===== config.mk =====
export PLATFORM = sky130hd
export DESIGN_NAME = sjfq_cell
export DESIGN_NICKNAME = d
export VERILOG_FILES = /design/src/hdl/sjfq_pkg.sv /design/src/hdl/sjfq_cell.sv
export SDC_FILE = /design/constraint.sdc
export NUM_CORES = 1
export LEC_CHECK = 0
export BUFFER_PORTS_ARGS = -buffer_cell sky130_fd_sc_hd__buf_2
export CAP_MARGIN = 10
export CORE_ASPECT_RATIO = 0.9
export CORE_UTILIZATION = 50
export CTS_BUF_LIST = sky130_fd_sc_hd__clkbuf_8
export CTS_CLUSTER_SIZE = 8
export DETAILED_ROUTE_END_ITERATION = 8
export PLACE_DENSITY = 0.89
export SYNTH_ARGS = -nofsm -noshare
export SYNTH_HDL_FRONTEND = slang
export SYNTH_SLANG_ARGS = --single-unit

===== constraint.sdc =====
create_clock -name clk_i -period 14.5 [get_ports clk_i]
set_input_delay 2.175 -clock clk_i [delete_from_list [all_inputs] [get_ports clk_i]]
set_output_delay 2.175 -clock clk_i [all_outputs]
set_load 0.02 [all_outputs]

===== src/hdl/sjfq_pkg.sv =====
// shared types and constants for the shortest-job-first ready queue
// used by sjfq_cell and shortest_job_first_ready_queue_core; no dependencies
package sjfq_pkg;

  // field widths
  localparam int unsigned OpW         = 2;
  localparam int unsigned IdW         = 16;
  localparam int unsigned BurstW      = 32;
  localparam int unsigned StatusW     = 2;
  localparam int unsigned CountW      = 7;
  localparam int unsigned DefQueueDepth = 64;

  // packed stream widths, rounded up to whole bytes
  localparam int unsigned InDataW  = ((OpW + IdW + BurstW + 7) / 8) * 8;
  localparam int unsigned OutDataW = ((StatusW + IdW + BurstW + CountW + 7) / 8) * 8;

  typedef enum logic [OpW-1:0] {
    OP_INSERT = 2'd0,
    OP_POP    = 2'd1,
    OP_REMOVE = 2'd2,
    OP_NOP    = 2'd3
  } op_e;

  typedef enum logic [StatusW-1:0] {
    ST_OK        = 2'd0,
    ST_FULL      = 2'd1,
    ST_EMPTY     = 2'd2,
    ST_NOT_FOUND = 2'd3
  } status_e;

  // one queue entry
  typedef struct packed {
    logic              valid;
    logic [IdW-1:0]    id;
    logic [BurstW-1:0] burst;
  } slot_t;

  // operation broadcast to every cell
  typedef struct packed {
    logic              apply;
    op_e               op;
    logic [IdW-1:0]    id;
    logic [BurstW-1:0] burst;
  } cmd_t;

endpackage


===== src/hdl/sjfq_cell.sv =====
// one cell of the sorted queue chain: holds a single entry and shifts with its neighbors
// depends on sjfq_pkg
module sjfq_cell (
  input  logic           clk_i,
  input  logic           rst_ni,
  input  sjfq_pkg::cmd_t  cmd_i,
  input  sjfq_pkg::slot_t left_i,
  input  logic           left_ins_i,
  input  logic           left_hit_i,
  input  sjfq_pkg::slot_t right_i,
  output sjfq_pkg::slot_t slot_o,
  output logic           ins_o,
  output logic           hit_o
);
  import sjfq_pkg::*;

  logic              valid_q, valid_d;
  logic [IdW-1:0]    id_q, id_d;
  logic [BurstW-1:0] burst_q, burst_d;

  assign slot_o = '{valid: valid_q, id: id_q, burst: burst_q};

  // new job goes at or before this cell when it is empty or holds a longer job
  assign ins_o = !valid_q || (burst_q > cmd_i.burst);

  // first matching id at or before this cell
  assign hit_o = left_hit_i || (valid_q && (id_q == cmd_i.id));

  // next entry from the broadcast operation and the neighbors
  always_comb begin
    valid_d = valid_q;
    id_d    = id_q;
    burst_d = burst_q;
    if (cmd_i.apply) begin
      case (cmd_i.op)
        OP_INSERT: begin
          if (left_ins_i) begin
            valid_d = left_i.valid;
            id_d    = left_i.id;
            burst_d = left_i.burst;
          end else if (ins_o) begin
            valid_d = 1'b1;
            id_d    = cmd_i.id;
            burst_d = cmd_i.burst;
          end
        end
        OP_POP: begin
          valid_d = right_i.valid;
          id_d    = right_i.id;
          burst_d = right_i.burst;
        end
        OP_REMOVE: begin
          if (hit_o) begin
            valid_d = right_i.valid;
            id_d    = right_i.id;
            burst_d = right_i.burst;
          end
        end
        default: begin
        end
      endcase
    end
  end

  // occupancy flag
  always_ff @(posedge clk_i or negedge rst_ni) begin
    if (!rst_ni) begin
      valid_q <= 1'b0;
    end else begin
      valid_q <= valid_d;
    end
  end

  // entry payload
  always_ff @(posedge clk_i) begin
    id_q    <= id_d;
    burst_q <= burst_d;
  end

endmodule


# --- Word level (Yosys, flattened, before mapping) ---
# Index checks and enable logic that the tools add are counted.
totals:
  reg_bits: 49
  output_inout_bits: 51
op_classes:
  n_lt_le_gt_ge: 1
  eq_ne: 5
  n_mux: 12
  n_reduce_logical: 7
op_table:
  columns: ["operator", "n"]
  rows:
  - ["two-way mux 32 bit", 3]
  - ["case mux 32 bit (3 select lines)", 1]
  - ["two-way mux 16 bit", 3]
  - ["case mux 16 bit (3 select lines)", 1]
  - ["greater-than comparator 32 bit", 1]
  - ["== test 16 bit", 1]
  - ["AND reduction 4 bit", 1]
  - ["two-way mux 1 bit", 3]
  - ["inequality test 3 bit, second input constant", 1]
  - ["case mux 1 bit (3 select lines)", 1]
  - ["nonzero test 3 bit", 1]
  - ["== test 2 x 1 -> 1 bit, second input constant", 1]
  - ["== test 2 bit, second input constant", 1]
  - ["zero test 2 bit", 1]
  - ["logical OR 1 bit", 2]
  - ["inequality test 2 bit, second input constant", 1]
  - ["logical AND 1 bit", 1]
  - ["zero test 1 bit", 1]

# --- Logic depth before layout (Yosys ltp) ---
depth:
  depth_word: 5
  ltp_mapped: 8

# --- Least setup slack after synthesis ---
# OpenSTA, ideal clock, no wires.
synth_timing:
  path_type: "input -> register"
  start: "input port cmd_i[31] (netlist name)"
  end: "register burst_q[0], enable pin"
  arrival_time_ns: 6.651
  path_slack_ns: 7.336
  path_stages: 8
  n_path_buf: 0
  path_cell_list: "inv_1 > ha_1 > nand4_1 > nor4_1 > nand2b_1 > a32oi_1 > nor4b_1 > nor3_1"
synth_via:
  elab_chain_len: 4
synth_lines:
  columns: ["item", "line_no", "rtl"]
  rows:
  - ["from (decl)", "sjfq_cell.sv:6", "input sjfq_pkg::cmd_t cmd_i,"]
  - ["greater-than comparator 32 bit", "sjfq_cell.sv:24", "assign ins_o = !valid_q || (burst_q > cmd_i.burst);"]
  - ["logical OR 1 bit", "sjfq_cell.sv:24", null]
  - ["inequality test 3 bit (no line)", null, null]
  - ["AND reduction 4 bit (no line)", null, null]
  - ["to (signal assigned)", "sjfq_cell.sv:77", "burst_q <= burst_d;"]
  - ["to (decl)", "sjfq_cell.sv:19", "logic [BurstW-1:0] burst_q, burst_d;"]
# No other way between the ends.
# A chain may end at the register's enable or synchronous reset.

# --- Final worst setup path ---
layout_timing:
  start: "input port cmd_i[31] (netlist name)"
  end: "output port ins_o"
layout_via:
  elab_chain_len: 2
layout_lines:
  columns: ["item", "line_no", "rtl"]
  rows:
  - ["greater-than comparator 32 bit", "sjfq_cell.sv:24", null]
  - ["logical OR 1 bit", "sjfq_cell.sv:24", null]
  - ["to (decl)", "sjfq_cell.sv:12", "output logic ins_o,"]
# No other way between the ends.

==> results.cfg <==
[logic_synthesis]
synth.distinct_cells = 39
synth-edff-count = 48
synth_seq_cells = 49
syn_nets = 555
avgSynthCellArea_um2 = 9.785
async_flop_share = 0.02041
ys.flop_type = edfxtp_1
ys_warn_count = 0
ys_seq_area_frac = 0.4084
netlist_instances = 367
syn_area_mm2 = 0.003591

[clock_network]
cts_tree = done
clockBufferDepth = 2
cts_hold_buf = 0
postCtsSetupBuffers = 0
root_buffer = clkbuf_8
worstSkewPairLatency_ns = 0.29
cts_htree_levels = 2
numClockSinks = 49
clk_pin_slew_worst_paths_ns = 0.09
post_cts_resized = 0
numCtsBuffers = 5

[pwr]
p_clk_frac = 0.246
p_leak_nw = 2.433
pwr-share-comb = 0.307
switching_power_mw = 0.1240
fin_total_pwr_mw = 0.4058
swShare = 0.3054
pwr-share-seq = 0.447
vdd.ir_drop.worst_mv = 0.04573
cellPowerDensity_mw_per_mm2 = 84.91
cell_internal_pwr_mw = 0.2819

[worst_hold_path]
hold_class = register to register

[die]
rows = 28
start_util = 0.5311
io_pins = 204
die_area_mm2 = 0.007525
die_w_um = 91.33
die_y_um = 82.40
core_mm2 = 0.006761

[timing]
hold_viol = 0
finalSetupViolCount = 0
maxSlewHeadroom = 0.4332
min_period_over_period = 0.4310
post-route-min-period_ns = 6.250
fin_skew_ns = 0.003146
report.final.slew_viol_count = 0
rsz0062_at_grt = false
tightest_slew_ns = 0.8501
finalSetupTns_ns = 0
fmax_mhz = 160.0

[finish]
areaGrowthSynthToFinish_pct = 33.10
antenna_cells = 0
nets = 751
seq_area_mm2 = 0.001466
multi_input_area_mm2 = 0.001903
fill_cells = 521
drive_above_1_share = 0.3918

[flow_run]
cap_viol_max_count = 0

[place]
port_buffers = 203
hpwlAfterDp_um = 7866
gp_congestion = 0.8385

[setup_path]
cp_num_buf_inv = 3
max_stage_delay_ns = 0.54
r2r_slack_ns = 11.65
worstSetupStartpointType = input pin
crit_arrival_ns = 4.08
crit_fanout = 4
cp_cell_sequence = buf_2 > inv_1 > ha_1 > nand4_1 > nor4_1 > a22oi_1 > or2_2 > buf_2
crit_family = simple AND/OR/NAND/NOR gates
path_class = input pin to output pin
crit_top_cell = buf_2
crit_path_end_kind = output pin
worstPathRequired_ns = 12.32
crit_slowest_cell = nor4_1

[global_routing]
met1_usage = 0.2992
grt-ovfl-total = 0
grt_pass1_vias = 3281
use_met3 = 0.04396
grt_util_met2 = 0.4788
antenna_found_initial = 0
grt_max_degree = 73
grt_pass1_wl_um = 14860
grt_usage = 0.2514
busiest_layer = met2

[outcome]
status = finished, final reports clean

[route]
dr.pass1.iters = 4
drt_wl_total_um = 9602
wl_per_cell_um = 14.68
drcViolationCount = 0
final_antenna_net_count = 0
via_count = 3383
viasPerCell = 5.173
drt_iter0_drc = 77
through the flow:
stage | util | hold WS, ns | setup WS (ns) | std cells | instance area (um2)
6_report | 0.7069 | 0.6551 | 8.250 | 654 | 4780
2_1_floorplan | - | 0.5431 | 7.336 | 367 | 3591
4_1_cts | 0.7069 | 0.6488 | 8.190 | 654 | 4780
3_3_place_gp | 0.6897 | 0.6131 | 8.300 | 646 | 4663
5_1_grt | 0.7069 | 0.7055 | 8.000 | 654 | 4780
3_5_place_dp | 0.6897 | 0.6303 | 8.193 | 646 | 4663
state kept, by name, summed over array words and instances, names as in the netlist:
signal / count
burst_q: 32
id_q: 16
valid_q: 1
power groups by stage:
| stage | Clock [mW] | Combinational (mW) | Sequential [mW] |
|---|---|---|---|
| after floorplan | 0 | 0.0608 | 0.199 |
| after global placement | 0 | 0.120 | 0.184 |
| after detailed placement | 0 | 0.125 | 0.184 |
| after CTS | 0.102 | 0.126 | 0.181 |
| after global routing | 0.108 | 0.139 | 0.183 |
| final | 0.0999 | 0.125 | 0.181 |
cell families after synthesis:
| group | synth area share |
|---|---|
| AOI/OAI and AO/OA | 0.1185 |
| xor gates and xnor gates | 0.03902 |
| adders and majority gates | 0.1220 |
| buffers and inverters | 0.06376 |
| DFF | 0.4084 |
| muxes | 0.1338 |
| and+or+nand+nor | 0.1146 |
synth_stat cells, drive strengths merged (2+ instances only):
library cell / count / share of area
nand2: 56 / 0.059
o21ai: 55 / 0.077
edfxtp: 48 / 0.40
mux2i: 48 / 0.13
inv: 36 / 0.038
ha: 35 / 0.12
a21oi: 15 / 0.021
clkbuf: 14 / 0.017
xnor2: 12 / 0.029
nand4: 10 / 0.017
buf: 4 / 0.0087
xor2: 4 / 0.0098
nor3: 3 / 0.0073
nor4: 3 / 0.0052
a22oi: 2 / 0.0042
nor2: 2 / 0.0021
nor3b: 2 / 0.0042
layout make-up:
type | instances | share of cell area
tap | 90 | 0.02356
clock buffer | 6 | 0.01728
clock inverter | 2 | 0.007068
sequential | 49 | 0.3068
inverter | 36 | 0.02827
multi-input combinational | 264 | 0.3982
timing repair buffer | 207 | 0.2188
worst register-to-register path, stage by stage, from the launching register on:
cell	delay, ns
edfxtp_1	0.43
ha_1	0.34
nand4_1	0.18
nor4_1	0.54
nand2b_1	0.10
a32oi_1	0.19
nor4b_1	0.10
nor3_2	0.25
buf_4	0.38
placed cells by master, fill, tap and decap left out, types with 2 or more instances in the layout:
cell,count
xnor2_1,12
inv_1,37
mux2i_1,48
buf_4,4
buf_2,203
nor2_1,2
nand4_1,10
nand2_1,56
a21oi_1,15
o21ai_0,55
a22oi_1,2
nor3b_1,2
nor4_1,3
clkbuf_8,6
ha_1,34
xor2_1,4
edfxtp_1,48
final timing paths:
check                                  from     endpoint  cells after the start
worst min register to register      valid_q      valid_q                      2
worst min-delay path                valid_q      valid_q                      2
worst max register to register  burst_q[31]  burst_q[23]                      8
worst max-delay path              cmd_i[31]        ins_o                      8
min in group asynchronous            rst_ni      valid_q                      1
max in group asynchronous            rst_ni      valid_q                      1
per-layer routing:
metal	share of wire	vias up	routed length [um]
li1	-	1700	-
met1	0.40	1549	3883
met2	0.53	126	5109
met3	0.052	8	502
met4	0.011	0	106
met5	0	-	0
Power figures use the tool's default switching activity.
